`src/sv/cmfs_pkg.sv`:
```
// Package for the cube map face select block.
// Holds widths, stage counts, face codes and the divider pipeline word.
// Depends on nothing.
`timescale 1ns / 1ps
`default_nettype none
package cmfs_pkg;

  localparam int COMPONENT_BITS = 24;
  localparam int UV_FRACTION_BITS = 16;
  localparam int DEN_BITS = COMPONENT_BITS + 1;
  localparam int COORD_BITS = COMPONENT_BITS + 1;
  localparam int Q_BITS = UV_FRACTION_BITS + 1;
  localparam int FRONT_STAGES = 3;
  localparam int DIV_STEPS = UV_FRACTION_BITS;
  localparam int PIPE_STAGES = FRONT_STAGES + DIV_STEPS;
  localparam logic [Q_BITS-1:0] UV_HALF = Q_BITS'(1) << (UV_FRACTION_BITS - 1);
  localparam logic [Q_BITS-1:0] UV_ONE = Q_BITS'(1) << UV_FRACTION_BITS;

  localparam logic [2:0] FACE_POS_X = 3'd0;
  localparam logic [2:0] FACE_NEG_X = 3'd1;
  localparam logic [2:0] FACE_POS_Y = 3'd2;
  localparam logic [2:0] FACE_NEG_Y = 3'd3;
  localparam logic [2:0] FACE_POS_Z = 3'd4;
  localparam logic [2:0] FACE_NEG_Z = 3'd5;

  typedef struct packed {
    logic [DEN_BITS-1:0] den;
    logic [DEN_BITS-1:0] rem_u;
    logic [DEN_BITS-1:0] rem_v;
    logic [Q_BITS-1:0]   quo_u;
    logic [Q_BITS-1:0]   quo_v;
    logic [2:0]          face;
    logic                zero;
  } div_t;

endpackage
`default_nettype wire

```
`src/sv/cmfs_if.sv`:
```
// Handshake interfaces for the direction input and the face coordinate output.
// Depends on cmfs_pkg.
`timescale 1ns / 1ps
`default_nettype none
interface cmfs_dir_if;
  import cmfs_pkg::*;
  logic                             valid;
  logic                             ready;
  logic signed [COMPONENT_BITS-1:0] dir_x;
  logic signed [COMPONENT_BITS-1:0] dir_y;
  logic signed [COMPONENT_BITS-1:0] dir_z;
  modport source (output valid, dir_x, dir_y, dir_z, input ready);
  modport sink (input valid, dir_x, dir_y, dir_z, output ready);
endinterface

interface cmfs_tex_if;
  import cmfs_pkg::*;
  logic              valid;
  logic              ready;
  logic [2:0]        face;
  logic [Q_BITS-1:0] tex_u;
  logic [Q_BITS-1:0] tex_v;
  logic              zero_direction;
  modport source (output valid, face, tex_u, tex_v, zero_direction, input ready);
  modport sink (input valid, face, tex_u, tex_v, zero_direction, output ready);
endinterface
`default_nettype wire

```
`src/sv/cmfs_front.sv`:
```
// Front stages: magnitudes, face choice with sc/tc, then numerators and the
// first quotient bit. Depends on cmfs_pkg.
`timescale 1ns / 1ps
`default_nettype none
module cmfs_front (
  input  wire logic                                       clk,
  input  wire logic [cmfs_pkg::FRONT_STAGES-1:0]          en,
  input  wire logic signed [cmfs_pkg::COMPONENT_BITS-1:0] dir_x,
  input  wire logic signed [cmfs_pkg::COMPONENT_BITS-1:0] dir_y,
  input  wire logic signed [cmfs_pkg::COMPONENT_BITS-1:0] dir_z,
  output cmfs_pkg::div_t                                  div_out
);
  import cmfs_pkg::*;

  logic signed [COMPONENT_BITS-1:0] x1, y1, z1;
  logic [COMPONENT_BITS-1:0]        ax1, ay1, az1;
  logic signed [COORD_BITS-1:0]     sc2, tc2;
  logic [COMPONENT_BITS-1:0]        ma2;
  logic [2:0]                       face2;
  logic signed [COORD_BITS-1:0]     sc_next, tc_next;
  logic [COMPONENT_BITS-1:0]        ma_next;
  logic [2:0]                       face_next;
  logic signed [COORD_BITS-1:0]     nx, ny, nz, px, py, pz;
  logic [DEN_BITS-1:0]              sum_u, sum_v;
  logic [DEN_BITS-1:0]              den3;

  function automatic logic [COMPONENT_BITS-1:0] magnitude(
    input logic signed [COMPONENT_BITS-1:0] a
  );
    return a[COMPONENT_BITS-1] ? (~a + COMPONENT_BITS'(1)) : a;
  endfunction

  always_ff @(posedge clk) begin
    if (en[0]) begin
      x1  <= dir_x;
      y1  <= dir_y;
      z1  <= dir_z;
      ax1 <= magnitude(dir_x);
      ay1 <= magnitude(dir_y);
      az1 <= magnitude(dir_z);
    end
  end

  always_comb begin
    px = COORD_BITS'(x1);
    py = COORD_BITS'(y1);
    pz = COORD_BITS'(z1);
    nx = -px;
    ny = -py;
    nz = -pz;
    if (ax1 >= ay1 && ax1 >= az1) begin
      ma_next = ax1;
      tc_next = ny;
      if (!x1[COMPONENT_BITS-1] && x1 != '0) begin
        face_next = FACE_POS_X;
        sc_next   = nz;
      end else begin
        face_next = FACE_NEG_X;
        sc_next   = pz;
      end
    end else if (ay1 >= az1) begin
      ma_next = ay1;
      sc_next = px;
      if (!y1[COMPONENT_BITS-1] && y1 != '0) begin
        face_next = FACE_POS_Y;
        tc_next   = pz;
      end else begin
        face_next = FACE_NEG_Y;
        tc_next   = nz;
      end
    end else begin
      ma_next = az1;
      tc_next = ny;
      if (!z1[COMPONENT_BITS-1] && z1 != '0) begin
        face_next = FACE_POS_Z;
        sc_next   = px;
      end else begin
        face_next = FACE_NEG_Z;
        sc_next   = nx;
      end
    end
  end

  always_ff @(posedge clk) begin
    if (en[1]) begin
      sc2   <= sc_next;
      tc2   <= tc_next;
      ma2   <= ma_next;
      face2 <= face_next;
    end
  end

  // The numerator (s + ma) never exceeds the doubled magnitude, so the top
  // quotient bit is one exactly when they are equal.
  always_comb begin
    sum_u = DEN_BITS'(sc2) + DEN_BITS'(ma2);
    sum_v = DEN_BITS'(tc2) + DEN_BITS'(ma2);
    den3  = {ma2, 1'b0};
  end

  always_ff @(posedge clk) begin
    if (en[2]) begin
      div_out.den  <= den3;
      div_out.face <= face2;
      div_out.zero <= (ma2 == '0);
      if (sum_u >= den3) begin
        div_out.rem_u <= sum_u - den3;
        div_out.quo_u <= Q_BITS'(1);
      end else begin
        div_out.rem_u <= sum_u;
        div_out.quo_u <= '0;
      end
      if (sum_v >= den3) begin
        div_out.rem_v <= sum_v - den3;
        div_out.quo_v <= Q_BITS'(1);
      end else begin
        div_out.rem_v <= sum_v;
        div_out.quo_v <= '0;
      end
    end
  end

endmodule
`default_nettype wire

```
`src/sv/cmfs_div_step.sv`:
```
// One restoring division step for both face coordinates.
// Depends on cmfs_pkg.
`timescale 1ns / 1ps
`default_nettype none
module cmfs_div_step (
  input  wire logic           clk,
  input  wire logic           en,
  input  wire cmfs_pkg::div_t div_in,
  output cmfs_pkg::div_t      div_out
);
  import cmfs_pkg::*;

  logic [DEN_BITS:0] trial_u, trial_v, den_wide;

  always_comb begin
    trial_u  = {div_in.rem_u, 1'b0};
    trial_v  = {div_in.rem_v, 1'b0};
    den_wide = {1'b0, div_in.den};
  end

  always_ff @(posedge clk) begin
    if (en) begin
      div_out.den  <= div_in.den;
      div_out.face <= div_in.face;
      div_out.zero <= div_in.zero;
      if (trial_u >= den_wide) begin
        div_out.rem_u <= DEN_BITS'(trial_u - den_wide);
        div_out.quo_u <= {div_in.quo_u[Q_BITS-2:0], 1'b1};
      end else begin
        div_out.rem_u <= trial_u[DEN_BITS-1:0];
        div_out.quo_u <= {div_in.quo_u[Q_BITS-2:0], 1'b0};
      end
      if (trial_v >= den_wide) begin
        div_out.rem_v <= DEN_BITS'(trial_v - den_wide);
        div_out.quo_v <= {div_in.quo_v[Q_BITS-2:0], 1'b1};
      end else begin
        div_out.rem_v <= trial_v[DEN_BITS-1:0];
        div_out.quo_v <= {div_in.quo_v[Q_BITS-2:0], 1'b0};
      end
    end
  end

endmodule
`default_nettype wire

```
`src/sv/cubemap_face_select.sv`:
```
// Cube map face selection with face u/v coordinates.
// Pipeline: 3 front stages, the last of which forms the top quotient bit, and one
// stage per lower quotient bit.
// Throughput: one transfer per cycle; each stage holds only while the one after it is full.
// Reset clears the stage valid bits; the data registers are not reset.
// Depends on cmfs_pkg, cmfs_if, cmfs_front and cmfs_div_step.
`timescale 1ns / 1ps
`default_nettype none
module cubemap_face_select (
  input wire logic   clk,
  input wire logic   rst,
  cmfs_dir_if.sink   dir,
  cmfs_tex_if.source tex
);
  import cmfs_pkg::*;

  logic [PIPE_STAGES-1:0] vld;
  logic [PIPE_STAGES-1:0] vld_src;
  logic [PIPE_STAGES:0]   rdy;
  logic [PIPE_STAGES-1:0] en;
  div_t                   stage [DIV_STEPS+1];

  always_comb begin
    vld_src = {vld[PIPE_STAGES-2:0], dir.valid};
    rdy[PIPE_STAGES] = tex.ready;
    for (int i = PIPE_STAGES - 1; i >= 0; i--) begin
      rdy[i] = !vld[i] || rdy[i+1];
    end
    en = rdy[PIPE_STAGES-1:0] & vld_src;
  end

  always_ff @(posedge clk) begin
    if (rst) begin
      vld <= '0;
    end else begin
      for (int i = 0; i < PIPE_STAGES; i++) begin
        if (rdy[i]) begin
          vld[i] <= vld_src[i];
        end
      end
    end
  end

  cmfs_front u_front (
    .clk     (clk),
    .en      (en[FRONT_STAGES-1:0]),
    .dir_x   (dir.dir_x),
    .dir_y   (dir.dir_y),
    .dir_z   (dir.dir_z),
    .div_out (stage[0])
  );

  for (genvar k = 0; k < DIV_STEPS; k++) begin : g_div
    cmfs_div_step u_step (
      .clk     (clk),
      .en      (en[FRONT_STAGES+k]),
      .div_in  (stage[k]),
      .div_out (stage[k+1])
    );
  end

  assign dir.ready          = rdy[0];
  assign tex.valid          = vld[PIPE_STAGES-1];
  assign tex.face           = stage[DIV_STEPS].face;
  assign tex.zero_direction = stage[DIV_STEPS].zero;
  assign tex.tex_u          = stage[DIV_STEPS].zero ? UV_HALF : stage[DIV_STEPS].quo_u;
  assign tex.tex_v          = stage[DIV_STEPS].zero ? UV_HALF : stage[DIV_STEPS].quo_v;

  a_zero_center : assert property (@(posedge clk) disable iff (rst)
    tex.valid && tex.zero_direction |->
      tex.face == FACE_NEG_X && tex.tex_u == UV_HALF && tex.tex_v == UV_HALF)
    else $error("zero direction result is not the -X face center");

  a_uv_range : assert property (@(posedge clk) disable iff (rst)
    tex.valid |-> tex.tex_u <= UV_ONE && tex.tex_v <= UV_ONE)
    else $error("face coordinate above one");

  a_ready_chain : assert property (@(posedge clk) disable iff (rst)
    tex.ready |-> dir.ready)
    else $error("input stalled while the output side is ready");

  a_drain : assert property (@(posedge clk) disable iff (rst)
    tex.valid && tex.ready && !vld[PIPE_STAGES-2] |=> !tex.valid)
    else $error("output transfer repeated");

endmodule
`default_nettype wire
```
`src/flat_wrapper.sv`:
```
// flat-port wrapper written by rule: the top's interface ports become plain ports
module cubemap_face_select_flat import cmfs_pkg::*;
  (clk, rst, dir_valid, dir_dir_x, dir_dir_y, dir_dir_z, dir_ready, tex_valid, tex_face, tex_tex_u, tex_tex_v, tex_zero_direction, tex_ready);
  cmfs_dir_if dir_i ();
  cmfs_tex_if tex_i ();
  input wire logic clk;
  input wire logic rst;
  input wire logic [$bits(dir_i.valid)-1:0] dir_valid;
  input wire logic [$bits(dir_i.dir_x)-1:0] dir_dir_x;
  input wire logic [$bits(dir_i.dir_y)-1:0] dir_dir_y;
  input wire logic [$bits(dir_i.dir_z)-1:0] dir_dir_z;
  output wire logic [$bits(dir_i.ready)-1:0] dir_ready;
  output wire logic [$bits(tex_i.valid)-1:0] tex_valid;
  output wire logic [$bits(tex_i.face)-1:0] tex_face;
  output wire logic [$bits(tex_i.tex_u)-1:0] tex_tex_u;
  output wire logic [$bits(tex_i.tex_v)-1:0] tex_tex_v;
  output wire logic [$bits(tex_i.zero_direction)-1:0] tex_zero_direction;
  input wire logic [$bits(tex_i.ready)-1:0] tex_ready;
  assign dir_i.valid = dir_valid;
  assign dir_i.dir_x = dir_dir_x;
  assign dir_i.dir_y = dir_dir_y;
  assign dir_i.dir_z = dir_dir_z;
  assign dir_ready = dir_i.ready;
  assign tex_valid = tex_i.valid;
  assign tex_face = tex_i.face;
  assign tex_tex_u = tex_i.tex_u;
  assign tex_tex_v = tex_i.tex_v;
  assign tex_zero_direction = tex_i.zero_direction;
  assign tex_i.ready = tex_ready;
  cubemap_face_select u_core (.clk(clk), .rst(rst), .dir(dir_i), .tex(tex_i));
endmodule
```
`config.mk`:
```
export PLATFORM = sky130hd
export DESIGN_NAME = cubemap_face_select_flat
export DESIGN_NICKNAME = d
export VERILOG_FILES = /design/src/sv/cmfs_pkg.sv /design/src/sv/cmfs_if.sv /design/src/sv/cmfs_front.sv /design/src/sv/cmfs_div_step.sv /design/src/sv/cubemap_face_select.sv /design/src/flat_wrapper.sv
export SDC_FILE = /design/constraint.sdc
export NUM_CORES = 2
export LEC_CHECK = 0
export ABC_AREA = 0
export BUFFER_PORTS_ARGS = -buffer_cell sky130_fd_sc_hd__buf_2
export CORE_ASPECT_RATIO = 0.75
export CORE_MARGIN = 8
export CORE_UTILIZATION = 30
export DETAILED_ROUTE_END_ITERATION = 8
export PLACE_DENSITY_LB_ADDON = 0.1
export SYNTH_ARGS = -nofsm -noshare
export SYNTH_HDL_FRONTEND = slang
export SYNTH_SLANG_ARGS = --single-unit
export TNS_END_PERCENT = 10
```
`constraint.sdc`:
```
create_clock -name clk -period 30.4 [get_ports clk]
set_input_delay 3.04 -clock clk [delete_from_list [all_inputs] [get_ports clk]]
set_output_delay 3.04 -clock clk [all_outputs]
set_load 0.02 [all_outputs]
```
# ---- After elaboration in Yosys (flattened, before gate mapping)
# Index checks and enable logic that the tools add are counted.
dict set report totals {
  ff_bits 1798
  inputBits 76
  word_cells 393
}
dict set report op_classes {
  addsub 40
  n_lt_le_gt_ge 37
  mux 85
  bitwise 4
  reduce_logical 49
}
# cell count
set op_table {}
lappend op_table {{$mux 25} 39}
lappend op_table {{$ge 26x25->1} 32}
lappend op_table {{$sub 25x25->25} 32}
lappend op_table {{$neg 24->25} 3}
lappend op_table {{$add 24x2->24 const B} 3}
lappend op_table {{$ge 24x24->1} 3}
lappend op_table {{$not 24->24} 3}
lappend op_table {{$reduce_bool 24->1} 3}
lappend op_table {{$mux 23} 3}
lappend op_table {{$add 25x24->25} 2}
lappend op_table {{$ge 25x25->1} 2}
lappend op_table {{$mux 24} 2}
lappend op_table {{$mux 1} 37}
lappend op_table {{$mux 17} 2}
lappend op_table {{$logic_not 24->1} 1}
lappend op_table {{$logic_not 1->1} 22}
lappend op_table {{$and 19x19->19} 1}
lappend op_table {{$logic_or 1x1->1} 19}
lappend op_table {{$mux 3} 2}
lappend op_table {{$logic_and 1x1->1} 4}

# ---- Depth between registers and ports, before layout
dict set report depth {
  depth_word 21
  ltp_mapped 22
}

# ---- By module
# From an unflattened synthesis, not the netlist that was laid out.
dict set report hier_totals {
  hier_cells 11882
  area_unflattened_um2 129173.9
}
# module instances cells_per_inst area_per_inst_um2
set by_module_without_submodules {}
lappend by_module_without_submodules {{cmfs_div_step at u_core.g_div[0].u_step ...} 15 613 6713.9}
lappend by_module_without_submodules {cmfs_front 1 1968 20628.5}
lappend by_module_without_submodules {{cmfs_div_step at u_core.g_div[1].u_step} 1 579 6680.2}
lappend by_module_without_submodules {cubemap_face_select 1 140 1156.1}

# ---- Worst setup path after synthesis
# No wires, ideal clock.
dict set report synth_path {
  kind {in2reg}
  startpoint {input tex_ready}
  endpoint {register u_core.u_front.ax1[10] (enable)}
  setup_time_ps 726
  arrival_time_ps 11355
  t_required_ps 29674
  path_slack_ps 18319
  stages 9
  path_buffers 1
  path_cell_list {nand4b_1 > or4_1 > nor2_1 > and3_1 > and3_1 > and2_1 > and3_1 > clkbuf_1 > a31oi_1}
}
dict set report synth_via {
  elab_chain_len 20
}
# item line
set synth_lines {}
lappend synth_lines {{start, declared} flat_wrapper.sv:18} ;# input wire logic [$bits(tex_i.ready)-1:0] tex_ready;
lappend synth_lines {{$logic_or 1x1->1 (19 in a row)} cubemap_face_select.sv:27} ;# rdy[i] = !vld[i] || rdy[i+1];
lappend synth_lines {{$and 19x19->19} cubemap_face_select.sv:29} ;# en = rdy[PIPE_STAGES-1:0] & vld_src;
lappend synth_lines {{net u_core.en[0]} cubemap_face_select.sv:20} ;# logic [PIPE_STAGES-1:0] en;
lappend synth_lines {{end signal, assigned} cmfs_front.sv:38} ;# ax1 <= magnitude(dir_x);
lappend synth_lines {{end, declared} cmfs_front.sv:16} ;# logic [COMPONENT_BITS-1:0] ax1, ay1, az1;
# The timed path passes the listed nets, and every way through them passes these cells.
# A chain may end at the register's enable or synchronous reset.

# ---- Final worst setup path
dict set report layout_path {
  startpoint {input tex_ready}
  endpoint {output dir_ready}
}
dict set report layout_via {
  elab_chain_len 19
}
# item line
set layout_lines {}
lappend layout_lines {{$logic_or 1x1->1 (19 in a row)} cubemap_face_select.sv:27}
lappend layout_lines {{end, declared} flat_wrapper.sv:12} ;# output wire logic [$bits(dir_i.ready)-1:0] dir_ready;
# No other way between the ends.

==> out/results.txt <==
GRT Total Usage: 17.14%
RSZ-0062 raised after global routing: false
R2R Setup Slk: 24220 ps
Sw Ratio: 24.55%
status: finished, final reports clean
num ports: 116
ys flop type: edfxtp_1
crit-path max cell delay: 630 ps
Syn Nets: 10710
Area growth, synth to finish: 12.42%
post-synthesis cell area: 0.1079 mm^2
WS Path Type: input pin to primary output
largest net degree at the start of global routing: 101
layout cells sized above 1: 9.552%
Root Driver: clkbuf_16
post-CTS setup buffer count: 0
Syn Inst Count: 9658
maximum VDD drop: 0.00003862 V
commonest non-fill, non-tap cell in the layout: edfxtp_1
nets: 10930
share of the yosys chip area belonging to registers: 48.97%
vias after detailed routing: 76100
CORE AREA: 0.3575 mm^2
Post-synth EDFFs: 1746
die area: 0.3791 mm^2
CP most frequent cell: and3_1
Yosys reg bits: 1765
r2r startpoint: u_core.u_front.ma2[3]
final WL: 338400 um
cell taking the most area after synthesis: edfxtp_1
starting density of the core: 30.16%
Total Power: 0.005812 W
max-cap violations: 0
1st-pass router iterations: 6
reg-to-reg endpoint: u_core.u_front.div_out[47]
CTS tree: built
Sequential Power Share: 47.3%
mean routed wirelength per cell: 22.79 um
count of hold-fix buffers inserted at cts: 0
Cell Int Power: 0.004385 W
Hold Crit Start: u_core.g_div[5].u_step.div_out[6]
final max-slew violation count: 0
commonest non-fill, non-tap cells in the layout: edfxtp_1 (1746), ha_1 (940), inv_1 (747)
row count: 190
min Tclk post-route: 9498 ps
Via density: 5.125
Hold/Removal Path Class: flip-flop to flip-flop
maximum root-to-sink buffer count: 4
final setup vio count: 0
switching pwr: 0.001427 W
DR iter-0 viols: 6987
hold path depth: 0
Port-buffer cells: 115
Lkg Pwr: 46.11 nW
crit-path max FO: 6
Setup Skew: 58.77 ps
proportion of power drawn by the clock network: 42.7%
final hold vios: 0
nature of the critical path endpoint: primary output
worst hold margin: 378.9 ps
setup TNS: 0 ps
Chip Height: 535.3 um
gpl congestion: 0.9074
max frequency: 105.3 MHz
first-pass GRT wire length: 490600 um
global route overflow: 0
post-cts sizing count: 0
Hold Path Sink: u_core.g_div[6].u_step.div_out[7]
Pwr Density: 47.94 mW/mm^2
vias in the first global route: 72810
clk sinks: 1765
Clock Latency Late Sink: 880 ps
Worst-Margin Slew: 1260 ps
slowest stage cell, crit path: or4_1
Startpoint Class: input pin
Worst-path clk slew: 60 ps
Syn Area/Cell: 11.17 um^2
Ys Warns: 0
worst-path cell chain: buf_2 > nand4b_1 > or4_1 > nor2_1 > and3_1 > and3_1 > and2_1 > and3_1 > nand3_1 > buf_2
Reg2Reg Depth: 17
die width: 708.3 um
final period utilization: 31.24%
total CTS buffers: 204
ranking of synthesized cells by area: edfxtp_1 (49%), ha_1 (11%), xnor2_1 (4.1%), a21oi_1 (3.4%), mux2_2 (3.3%)
relative max-transition margin: 15.28%
share of the synthesized area in the top cell type: 48.61%
initial antenna violation count: 30
number of routed nets with antenna violations: 0
Worst Path Arrival: 6460 ps
data required time at the worst endpoint: 27360 ps
H-tree depth: 4
ys async rst share: 0%
Comb power frac: 10.0%
DRC viols: 0
number of library cell types mapped by synthesis: 98
dpl hpwl: 271100 um
final cells by class:
type                    count  area, um^2
inverters                 755        2834
repair buffers            187        1129
multi-input cells        6964       51850
clock inverters           129        1229
diodes                      7       17.52
well taps                4800        6006
fillers                 35700      236300
clock buffers             240        5376
flip-flops and latches   1765       52810
kinds of logic after synthesis:
family / count (synthesis) / share of synthesized area (%)
compound gates: 2445 / 14.36
xor+xnor: 767 / 6.229
fa+ha+maj: 974 / 11.54
buf+inv: 929 / 3.301
flops: 1765 / 48.97
mux: 513 / 5.266
simple gates: 2265 / 10.35
critical path, delay by kind of cell:
family	cells	cell delay, ps
AND/OR/NAND/NOR	8	3080
buffers and inverters	2	320
worst max path at each step:
stage	cells past startpoint	slack, ps	endpoint	start
final	10	20900	dir_ready	tex_ready
after detailed placement	10	20810	dir_ready	tex_ready
after global routing	10	20650	dir_ready	tex_ready
after global placement	10	20770	dir_ready	tex_ready
after floorplan	9	18320	u_core.u_front.ax1[10]	tex_ready
after CTS	10	20800	dir_ready	tex_ready
synth_stat cells (all sizes together) (23+ instances only):
library cell / n
a221oi: 24
a21boi: 63
nand2: 541
nor2b: 173
or2: 58
nor2: 615
xnor2: 499
nor3: 159
fa: 34
o311ai: 23
nand2b: 99
a21oi: 727
and2: 77
nand4: 113
edfxtp: 1746
o21a: 127
buf: 50
a211o: 27
a21o: 290
mux2i: 78
o21bai: 70
or3: 66
or4: 33
a211oi: 65
mux2: 435
inv: 755
a31oi: 96
xor2: 268
nand3: 146
clkbuf: 124
ha: 940
o211ai: 42
o21ai: 580
and4: 35
and3: 48
o31ai: 73
nor4: 55
o41ai: 35
metal layers:
| metal | up-vias | part of all wire [%] | global-route usage, % |
|---|---|---|---|
| li1 | 36440 | - | - |
| met1 | 37100 | 51 | 26.60 |
| met2 | 2227 | 39 | 23.20 |
| met3 | 329 | 8.9 | 4.993 |
| met4 | 8 | 1.8 | 3.140 |
| met5 | - | 0.063 | 0.3173 |
metrics by stage:
step / setup slack, ps / instances / util, % / instance area, um^2
after floorplan: 18320 / 9658 / - / 107900
after global placement: 20770 / 14470 / 32.06 / 114600
after detailed placement: 20810 / 14470 / 32.06 / 114600
after CTS: 20800 / 14840 / 33.91 / 121200
after global routing: 20650 / 14840 / 33.91 / 121200
final: 20900 / 14850 / 33.91 / 121300
flip-flops by register name (all words and copies together) (netlist names):
register,flops
u_core.g_div.u_step.div_out,1448
u_core.u_front.div_out,80
u_core.u_front.sc2,25
u_core.u_front.tc2,25
u_core.u_front.ma2,24
u_core.u_front.x1,24
u_core.u_front.y1,24
u_core.u_front.z1,24
u_core.u_front.ax1,23
u_core.u_front.ay1,23
u_core.u_front.az1,23
u_core.vld,19
u_core.u_front.face2,3
power by group through the flow:
stage / clock [W] / sequential (W) / combinational [W]
floorplan: 0 / 0.00279 / 0.000417
global placement: 0 / 0.00280 / 0.000572
detailed placement: 0 / 0.00280 / 0.000574
CTS: 0.00258 / 0.00275 / 0.000579
global route: 0.00266 / 0.00275 / 0.000648
finish: 0.00248 / 0.00275 / 0.000580
Note: power is estimated with default switching activity, not from simulation.
